--- src/rtl/core/brf_pkg.sv ---
// Shared types and constants for the byte ring FIFO.
// No dependencies; imported by every module of the block.
`default_nettype none

package brf_pkg;

    localparam int DEPTH_DEF = 4096;
    localparam int MAX_XFER  = 64;
    localparam int CNT_W     = 13;
    localparam int LEN_W     = 7;
    localparam int CMD_W     = 3;

    localparam logic [CMD_W-1:0] CMD_ENQ   = 3'd0;
    localparam logic [CMD_W-1:0] CMD_DEQ   = 3'd1;
    localparam logic [CMD_W-1:0] CMD_PEEK  = 3'd2;
    localparam logic [CMD_W-1:0] CMD_SKIP  = 3'd3;
    localparam logic [CMD_W-1:0] CMD_CLEAR = 3'd4;

    typedef enum logic {
        ST_IDLE,
        ST_RUN
    } state_t;

    typedef struct packed {
        logic strobe;
        logic ok;
        logic last;
        logic sel;
    } res_t;

endpackage

`default_nettype wire

--- src/rtl/core/brf_ctrl.sv ---
// Command sequencer: pointers, counts, transfer state and memory access.
// Depends on brf_pkg.
`default_nettype none

module brf_ctrl
    import brf_pkg::*;
#(
    parameter int DEPTH = DEPTH_DEF,
    parameter int AW    = $clog2(DEPTH),
    parameter int CW    = $clog2(DEPTH + 1)
)
(
    input  wire logic             clk,
    input  wire logic             rst_n,
    input  wire logic             start,
    input  wire logic [CMD_W-1:0] cmd,
    input  wire logic [7:0]       data_byte,
    input  wire logic [LEN_W-1:0] xfer_len,
    input  wire logic             last_in,
    output logic                  busy,
    output logic                  mem_we,
    output logic      [AW-1:0]    mem_waddr,
    output logic      [7:0]       mem_wdata,
    output logic                  mem_re,
    output logic      [AW-1:0]    mem_raddr,
    output res_t                  res,
    output logic      [CNT_W-1:0] used_count,
    output logic      [CNT_W-1:0] free_count
);

    localparam int XW = CW + LEN_W;
    localparam int SW = CW + LEN_W + 1;

    state_t           state_reg, state_next;
    logic [AW-1:0]    rd_idx_reg, rd_idx_next;
    logic [AW-1:0]    wr_idx_reg, wr_idx_next;
    logic [AW-1:0]    cur_reg, cur_next;
    logic [CW-1:0]    cnt_reg, cnt_next;
    logic [LEN_W-1:0] rem_reg, rem_next;
    logic             pop_reg, pop_next;
    logic             in_xfer_reg, in_xfer_next;
    logic             xfer_ok_reg, xfer_ok_next;
    res_t             res_reg, res_next;

    logic             accept;
    logic [CW-1:0]    free_now;
    logic [XW-1:0]    len_x;
    logic [XW-1:0]    cnt_x;
    logic [XW-1:0]    free_x;
    logic             len_gt_max;
    logic             len_gt_cnt;
    logic             enq_acc;
    logic [SW-1:0]    skip_sum;
    logic [AW-1:0]    rd_inc;
    logic [AW-1:0]    cur_inc;
    logic [CW+CNT_W-1:0] used_ext;
    logic [CW+CNT_W-1:0] free_ext;

    function automatic logic [AW-1:0] wrap_inc(input logic [AW-1:0] i);
        if (i == AW'(DEPTH - 1))
            return '0;
        else
            return i + AW'(1);
    endfunction

    assign accept     = start && (state_reg == ST_IDLE);
    assign free_now   = CW'(DEPTH) - cnt_reg;
    assign len_x      = XW'(xfer_len);
    assign cnt_x      = XW'(cnt_reg);
    assign free_x     = XW'(free_now);
    assign len_gt_max = xfer_len > LEN_W'(MAX_XFER);
    assign len_gt_cnt = len_x > cnt_x;
    assign enq_acc    = in_xfer_reg ? xfer_ok_reg : ((len_x <= free_x) && !len_gt_max);
    assign rd_inc     = wrap_inc(rd_idx_reg);
    assign cur_inc    = wrap_inc(cur_reg);

    always_comb
    begin
        skip_sum = SW'(rd_idx_reg) + SW'(xfer_len);
        if (skip_sum >= SW'(DEPTH))
        begin
            skip_sum = skip_sum - SW'(DEPTH);
        end
    end

    // Next state.
    always_comb
    begin
        state_next = state_reg;
        unique case (state_reg)
            ST_IDLE:
            begin
                if (accept && (cmd == CMD_DEQ || cmd == CMD_PEEK) && !len_gt_max
                    && !len_gt_cnt && xfer_len > LEN_W'(1))
                begin
                    state_next = ST_RUN;
                end
            end
            ST_RUN:
            begin
                if (rem_reg == LEN_W'(1))
                begin
                    state_next = ST_IDLE;
                end
            end
            default:
            begin
                state_next = ST_IDLE;
            end
        endcase
    end

    // Datapath and results.
    always_comb
    begin
        rd_idx_next  = rd_idx_reg;
        wr_idx_next  = wr_idx_reg;
        cur_next     = cur_reg;
        cnt_next     = cnt_reg;
        rem_next     = rem_reg;
        pop_next     = pop_reg;
        in_xfer_next = in_xfer_reg;
        xfer_ok_next = xfer_ok_reg;
        res_next     = '0;
        mem_we       = 1'b0;
        mem_waddr    = wr_idx_reg;
        mem_wdata    = data_byte;
        mem_re       = 1'b0;
        mem_raddr    = rd_idx_reg;
        unique case (state_reg)
            ST_IDLE:
            begin
                if (accept)
                begin
                    res_next.strobe = 1'b1;
                    res_next.last   = 1'b1;
                    case (cmd) inside
                        CMD_ENQ:
                        begin
                            if (enq_acc && cnt_reg < CW'(DEPTH))
                            begin
                                mem_we      = 1'b1;
                                wr_idx_next = wrap_inc(wr_idx_reg);
                                cnt_next    = cnt_reg + CW'(1);
                                res_next.ok = 1'b1;
                            end
                            in_xfer_next = !last_in;
                            xfer_ok_next = enq_acc && !last_in;
                        end
                        CMD_DEQ, CMD_PEEK:
                        begin
                            if (!len_gt_max && !len_gt_cnt)
                            begin
                                res_next.ok = 1'b1;
                                if (xfer_len != '0)
                                begin
                                    mem_re        = 1'b1;
                                    mem_raddr     = rd_idx_reg;
                                    res_next.sel  = 1'b1;
                                    res_next.last = (xfer_len == LEN_W'(1));
                                    cur_next      = rd_inc;
                                    rem_next      = xfer_len - LEN_W'(1);
                                    pop_next      = (cmd == CMD_DEQ);
                                    if (cmd == CMD_DEQ)
                                    begin
                                        rd_idx_next = rd_inc;
                                        cnt_next    = cnt_reg - CW'(1);
                                    end
                                end
                            end
                        end
                        CMD_SKIP:
                        begin
                            if (!len_gt_cnt)
                            begin
                                res_next.ok = 1'b1;
                                rd_idx_next = skip_sum[AW-1:0];
                                cnt_next    = cnt_reg - CW'(xfer_len);
                            end
                        end
                        CMD_CLEAR:
                        begin
                            res_next.ok  = 1'b1;
                            rd_idx_next  = '0;
                            wr_idx_next  = '0;
                            cnt_next     = '0;
                            in_xfer_next = 1'b0;
                            xfer_ok_next = 1'b0;
                        end
                        default:
                        begin
                            res_next.ok = 1'b0;
                        end
                    endcase
                end
            end
            ST_RUN:
            begin
                mem_re          = 1'b1;
                mem_raddr       = cur_reg;
                cur_next        = cur_inc;
                rem_next        = rem_reg - LEN_W'(1);
                res_next.strobe = 1'b1;
                res_next.ok     = 1'b1;
                res_next.sel    = 1'b1;
                res_next.last   = (rem_reg == LEN_W'(1));
                if (pop_reg)
                begin
                    rd_idx_next = cur_inc;
                    cnt_next    = cnt_reg - CW'(1);
                end
            end
            default:
            begin
                res_next = '0;
            end
        endcase
    end

    always_ff @(posedge clk or negedge rst_n)
    begin
        if (!rst_n)
        begin
            state_reg   <= ST_IDLE;
            rd_idx_reg  <= '0;
            wr_idx_reg  <= '0;
            cur_reg     <= '0;
            cnt_reg     <= '0;
            rem_reg     <= '0;
            pop_reg     <= 1'b0;
            in_xfer_reg <= 1'b0;
            xfer_ok_reg <= 1'b0;
            res_reg     <= '0;
        end
        else
        begin
            state_reg   <= state_next;
            rd_idx_reg  <= rd_idx_next;
            wr_idx_reg  <= wr_idx_next;
            cur_reg     <= cur_next;
            cnt_reg     <= cnt_next;
            rem_reg     <= rem_next;
            pop_reg     <= pop_next;
            in_xfer_reg <= in_xfer_next;
            xfer_ok_reg <= xfer_ok_next;
            res_reg     <= res_next;
        end
    end

    assign used_ext   = {{CNT_W{1'b0}}, cnt_reg};
    assign free_ext   = {{CNT_W{1'b0}}, free_now};
    assign used_count = used_ext[CNT_W-1:0];
    assign free_count = free_ext[CNT_W-1:0];
    assign busy       = (state_reg == ST_RUN);
    assign res        = res_reg;

`ifndef SYNTHESIS
    a_cnt_bound: assert property (@(posedge clk) disable iff (!rst_n)
        cnt_reg <= CW'(DEPTH))
        else $error("stored count exceeds depth");

    a_run_rem: assert property (@(posedge clk) disable iff (!rst_n)
        state_reg == ST_RUN |-> rem_reg != '0)
        else $error("sequencer running with nothing left");

    a_accept_result: assert property (@(posedge clk) disable iff (!rst_n)
        accept |=> res_reg.strobe)
        else $error("accepted command gave no result");

    a_run_result: assert property (@(posedge clk) disable iff (!rst_n)
        state_reg == ST_RUN |=> res_reg.strobe && res_reg.sel)
        else $error("read cycle gave no byte");

    a_pop_count: assert property (@(posedge clk) disable iff (!rst_n)
        state_reg == ST_RUN && pop_reg |=> cnt_reg == $past(cnt_reg) - CW'(1))
        else $error("dequeue byte did not lower the count");
`endif

endmodule

`default_nettype wire
--- config.mk ---
export PLATFORM = sky130hd
export DESIGN_NAME = brf_ctrl
export DESIGN_NICKNAME = d
export VERILOG_FILES = /design/src/rtl/core/brf_pkg.sv /design/src/rtl/core/brf_ctrl.sv
export SDC_FILE = /design/constraint.sdc
export NUM_CORES = 1
export LEC_CHECK = 0
export BUFFER_PORTS_ARGS = -buffer_cell sky130_fd_sc_hd__buf_2
export CAP_MARGIN = 30
export CORE_ASPECT_RATIO = 0.75
export CORE_MARGIN = 1
export CORE_UTILIZATION = 25
export CTS_CLUSTER_SIZE = 14
export DETAILED_ROUTE_END_ITERATION = 6
export RECOVER_POWER = 50
export SLEW_MARGIN = 30
export SYNTH_ARGS = -nofsm -noshare
export SYNTH_HDL_FRONTEND = slang
export SYNTH_SLANG_ARGS = --single-unit
--- constraint.sdc ---
create_clock -name clk -period 3.2 [get_ports clk]
set_input_delay 0.16 -clock clk [delete_from_list [all_inputs] [get_ports clk]]
set_output_delay 0.16 -clock clk [all_outputs]
set_load 0.05 [all_outputs]
==> flow_summary.yaml, run 1 <==
sta:
  rsz0062_at_grt: "true"
  setup-tns-final_ns: -2.01
  fin_crit_sh: 1.06
  finalMaxSlewViolations: 31
  fmax_mhz: 296
  tightestPinTransition_ns: 1.81
  finClkSkew_ns: 0.00681
  relSlewSlack: -0.209
  setup_ws_ns: -0.180
  period_minus_slack_ns: 3.38
  hold_violations: 0
  hold_slack_ns: 0.102
  setup_viol: 21
synthesis:
  syn_area_um2: 5950
  synth_edf_count: 0
  yosysSeqAreaShare: 0.269
  ys.flop_type: "dfrtp_1"
  synth_cells: 742
  yosys-top-cells-area: "dfrtp_1, ha_1, o21ai_0"
  yosysTopAreaCell: "dfrtp_1"
  synth_nets: 798
  yosysMostFrequentCell: "nand2_1"
  async_reset_ff_frac: 1.00
  ys_warn_count: 0
  yosysTopAreaCellShare: 0.269
  synthTopCellsByCount: "nand2_1, dfrtp_1, o21ai_0"
  synth-seq-cells: 64
  syn_area_per_cell_um2: 8.01
  synthDistinctLibCells: 74
setup_path:
  reg2reg_depth: 15
  rr_endpoint: "mem_waddr[1]"
  cp-end-kind: "primary output"
  reg2reg_setup_slack_ns: -0.17
  r2r-start: "used_count[1]"
  required_ns: 3.04
  cp_max_fo: 3
  worst_setup_path_start_kind: "flop"
  cp.arrival_ns: 3.22
  path_class: "reg -> out"
  critPathCapture: "mem_we"
  startpoint: "used_count[1]"
route:
  wire_per_inst_um: 18.1
  drt_drc_violations_left: 0
  via_count: 6234
  drt.antenna.violating_nets: 0
  viasPerCell: 5.43
  first_pass_iters: 5
  met3_length_mm: 1.58
  wl_mm: 20.8
  dr_wl_met2_mm: 8.78
  drt_iter0_drc: 644
  m1WireLength_mm: 10.2
  highest_layer: "met4"
place:
  port_buffers: 70
  gp_congestion: 0.863
  dp_hpwl_mm: 15.5
  pre_cts_slack_ns: -0.179
floorplanning:
  die_area_um2: 24400
  pin_count: 87
  initial_core_util: 0.257
  core_area_um2: 23200
  num_rows: 48
  die_h_um: 136
  die_w_um: 180
finish:
  fin_util: 0.328
  drive_gt1_frac: 0.226
  layout.nets: 900
  largest_register_ffs: 13
  area_growth_pct: 27.9
  antennaDiodeCount: 0
outcome:
  outcome: "finished, violations left"
  violations: "capacitance limit, slew limit, setup timing"
global_routing:
  grt_start_max_net_pins: 45
  grt_pass1_wl_mm: 32.6
  grt_pass1_vias: 5783
  antenna_found_initial: 0
  grt_usage: 0.171
  grt.overflow.total: 0
worst_hold_path:
  holdCritStartpoint: "start"
  min_path_type: "in -> reg"
power_and_ir_drop:
  power.leakage_nw: 3.19
  power.density_nw_per_um2: 1050
  irDropWorstVdd_mv: 0.916
clocking:
  insertion_delay_ns: 0.34
  cts.path.max_buffers: 2
  cts_tree: "done"
  clk_pin_slew_ns: 0.06
  cts_sinks: 64
  h-tree-depth: 3
  numCtsBuffers: 9
  cts-root-buf: "clkbuf_16"
run:
  cap_violations: 1
-- cells by family (layout without fill, tap and decap cells) --
| kind of cell | Yosys count | after routing | synth area share |
|---|---|---|---|
| adders and majority gates | 35 | 35 | 0.0757 |
| muxes | 22 | 22 | 0.0396 |
| AOI/OAI and AO/OA | 226 | 226 | 0.264 |
| and+or+nand+nor | 247 | 247 | 0.203 |
| DFF | 64 | 64 | 0.269 |
| buffers and inverters | 95 | 202 | 0.0711 |
| xor gates and xnor gates | 53 | 53 | 0.0781 |
-- cell type report --
cell class	count	area [um^2]
Clock buffer	9	225
Clock inverter	7	104
Fill cell	2427	15600
Inverter	42	165
Multi-Input combinational cell	583	4190
Sequential cell	64	1610
Tap cell	300	375
Timing Repair Buffer	144	933
-- layout by cell type (no fill, tap or decap), types with 10 or more instances in the layout --
cell / instances
xnor2_1: 29
nand3_1: 33
o22ai_1: 15
mux2_2: 10
xor2_1: 21
buf_2: 39
ha_1: 28
nand2_1: 69
nor2_1: 53
mux2i_1: 10
and3_1: 14
buf_4: 61
a21oi_1: 34
clkbuf_1: 31
nor3_1: 19
o21ai_0: 55
inv_1: 40
dfrtp_1: 60
-- worst max-delay path, stage by stage (launching register included) --
cell	delay, ns
dfrtp_4	0.51
inv_6	0.09
ha_4	0.13
or3b_4	0.41
xnor2_4	0.19
ha_4	0.23
a2111o_1	0.43
o211ai_1	0.18
buf_4	0.15
o221ai_4	0.11
buf_12	0.19
nor2_4	0.10
buf_8	0.16
-- layer usage --
metal | up-vias | track usage
li1 | 2936 | -
met1 | 3018 | 0.253
met4 | 0 | 0.0437
met3 | 23 | 0.0349
met5 | - | 0
met2 | 257 | 0.251
-- through the flow --
stage                     instance area, um^2  total power [mW]  cells
final                                    7610              8.01   1149
after detailed placement                 6960              6.52   1115
after global routing                     7610              8.53   1149
after floorplan                          6060              5.06    742
after CTS                                7430              7.81   1142
after global placement                   6960              6.47   1115
-- repair_timing --
action / 4_1_cts / 5_1_grt
setup buffers: 10 / 8
gates resized for setup: 15 / 31
hold buffers: 1 / 0
pin swaps: 7 / 17
endpoints found under the setup margin: 28 / 28
endpoints found under the hold margin: 28 / 0
-- report_power, final --
group / internal [mW] / total, mW / switching (mW)
combinational: 2.01 / 5.42 / 3.41
sequential: 1.08 / 1.48 / 0.399
clock: 0.690 / 1.11 / 0.419
-- worst min-delay path by stage --
stage                               end  slack (ns)  cells past startpoint
after floorplan                    busy       -0.14                      0
after CTS                        res[3]         0.1                      2
after global placement    rd_idx_reg[0]        0.29                      1
after detailed placement  rd_idx_reg[0]        0.29                      1
after global routing             res[3]        0.11                      2
final                            res[3]        0.10                      2
No activity file was read; power rests on OpenSTA's default activity.
==> inputs of run 2 (changes only) <==
==> constraint.sdc (replaced) <==
create_clock -name clk -period 3.2 [get_ports clk]
set_input_delay 0.32 -clock clk [delete_from_list [all_inputs] [get_ports clk]]
set_output_delay 0.32 -clock clk [all_outputs]
set_load 0.05 [all_outputs]
==> run 2 against run 1 <==
Non-clock buffer count down 2. Total power down 1.0%. Clock-buffer cell count up 1. The flow still finishes with violations (capacitance limit, slew limit, setup timing). Largest cell class unchanged. Combinational power about the same. Flip-flop and latch count unchanged. Maximum frequency down 5.5%. Worst hold slack better by 0.15 ns. Largest power group unchanged. Worst setup slack worse by 0.20 ns. Clock power down 5%.
==> flow_summary.yaml, run 2 (synthesized netlist as in run 1, its figures left out) <==
global_routing:
  grt_start_max_net_pins: 65
  antenna_found_initial: 0
  grt_pass1_vias: 5615
  met3_usage: 0.0398
  grt_use_met2: 0.237
  grt.overflow.total: 0
  grt-busiest-layer: "met1"
  grt_usage: 0.169
  grt_pass1_wl_mm: 32.0
  gr-usage-met1: 0.252
place:
  dpl_cell_area_um2: 6960
  dp_hpwl_mm: 15.4
  placed_cells: 1118
  pre_cts_slack_ns: -0.200
  port_buffers: 70
  gp_congestion: 0.857
clocking:
  numCtsBuffers: 9
  cts_tree: "done"
  insertion_delay_ns: 0.35
  h-tree-depth: 3
  hold_buffers: 0
  cts-root-buf: "clkbuf_16"
  cts.path.max_buffers: 2
  cts_sinks: 64
  clk_pin_slew_ns: 0.06
setup_path:
  r2r-start: "used_count[1]"
  worst_setup_path_start_kind: "flop"
  cp_max_fo: 2
  cp-end-kind: "primary output"
  path_class: "reg -> out"
  required_ns: 2.88
  reg2reg_depth: 14
  reg2reg_setup_slack_ns: -0.34
  cp.arrival_ns: 3.26
  rr_endpoint: "used_count[11]"
outcome:
  violations: "capacitance limit, slew limit, setup timing"
  outcome: "finished, violations left"
sta:
  tightestPinTransition_ns: 1.89
  fin_crit_sh: 1.12
  relSlewSlack: -0.262
  hold_slack_ns: 0.249
  setup_ws_ns: -0.375
  finalMaxSlewViolations: 65
  hold_violations: 0
  finClkSkew_ns: 0.00746
  fmax_mhz: 280
  rsz0062_at_grt: "true"
  setup-tns-final_ns: -5.74
  period_minus_slack_ns: 3.58
  setup_viol: 26
power_and_ir_drop:
  power.density_nw_per_um2: 1040
  irDropWorstVdd_mv: 0.916
  power_mw: 7.93
  power.leakage_nw: 3.29
worst_hold_path:
  min_to: "res[3]"
  min_path_type: "in -> reg"
  holdCritStartpoint: "start"
  holdPathStages: 2
floorplanning:
  num_rows: 48
  die_w_um: 180
  core_area_um2: 23200
  initial_core_util: 0.257
  pin_count: 87
  die_area_um2: 24400
  die_h_um: 136
finish:
  layout_common_cells: "nand2_1, dfrtp_1, buf_2, o21ai_0, buf_4"
  final_common_cell: "nand2_1"
  fin_util: 0.329
  drive_gt1_frac: 0.249
  design_area_um2: 7620
  largest_register_ffs: 13
  layout.nets: 898
  antennaDiodeCount: 0
  area_growth_pct: 28.1
  final_cells: 1147
route:
  drt.antenna.violating_nets: 0
  wire_per_inst_um: 18.2
  viasPerCell: 5.40
  wl_mm: 20.9
  via_count: 6189
  drt_drc_violations_left: 0
  first_pass_iters: 5
  drt_iter0_drc: 568
run:
  cap_violations: 1
run 2: layout make-up:
class | instances | area (um^2)
fillers | 2455 | 15600
multi-input cells | 583 | 4180
flip-flops and latches | 64 | 1610
repair buffers | 142 | 982
well taps | 300 | 375
clock buffers | 10 | 239
inverters | 42 | 163
clock inverters | 6 | 66.3
run 2: how the worst max path moves through the flow:
stage | start | to | slack, ns
2_1_floorplan | used_count[1] | mem_we | -0.26
3_3_place_gp | used_count[1] | used_count[3] | -0.16
3_5_place_dp | used_count[1] | used_count[3] | -0.20
4_1_cts | used_count[1] | mem_we | -0.35
5_1_grt | used_count[1] | mem_we | -0.50
6_report | used_count[1] | mem_we | -0.38
run 2: report_power, final:
part	internal [mW]	leakage, nW	switching, mW
logic	1.99	2.32	3.44
registers	1.08	0.833	0.357
clock network	0.626	0.141	0.430
run 2: per-layer routing:
metal  part of all wire  wire (um)
met5                  0          0
met4              0.014        302
met3              0.080       1670
met2               0.42       8720
met1               0.49      10200
run 2: worst max-delay path: stages (launching register included):
cell	delay (ns)
dfrtp_4	0.49
inv_4	0.09
buf_12	0.10
ha_4	0.12
or3b_4	0.39
xnor2_2	0.15
ha_1	0.29
a2111o_1	0.38
o211ai_1	0.32
o221ai_4	0.17
buf_12	0.16
nor2_4	0.10
buf_8	0.16
run 2: timing repair:
action,CTS,global route
pin swaps,16,18
buffers inserted,9,5
gates cloned,0,0
endpoints found under the setup margin,25,28
endpoints found under the hold margin,0,0
resized for setup,18,34
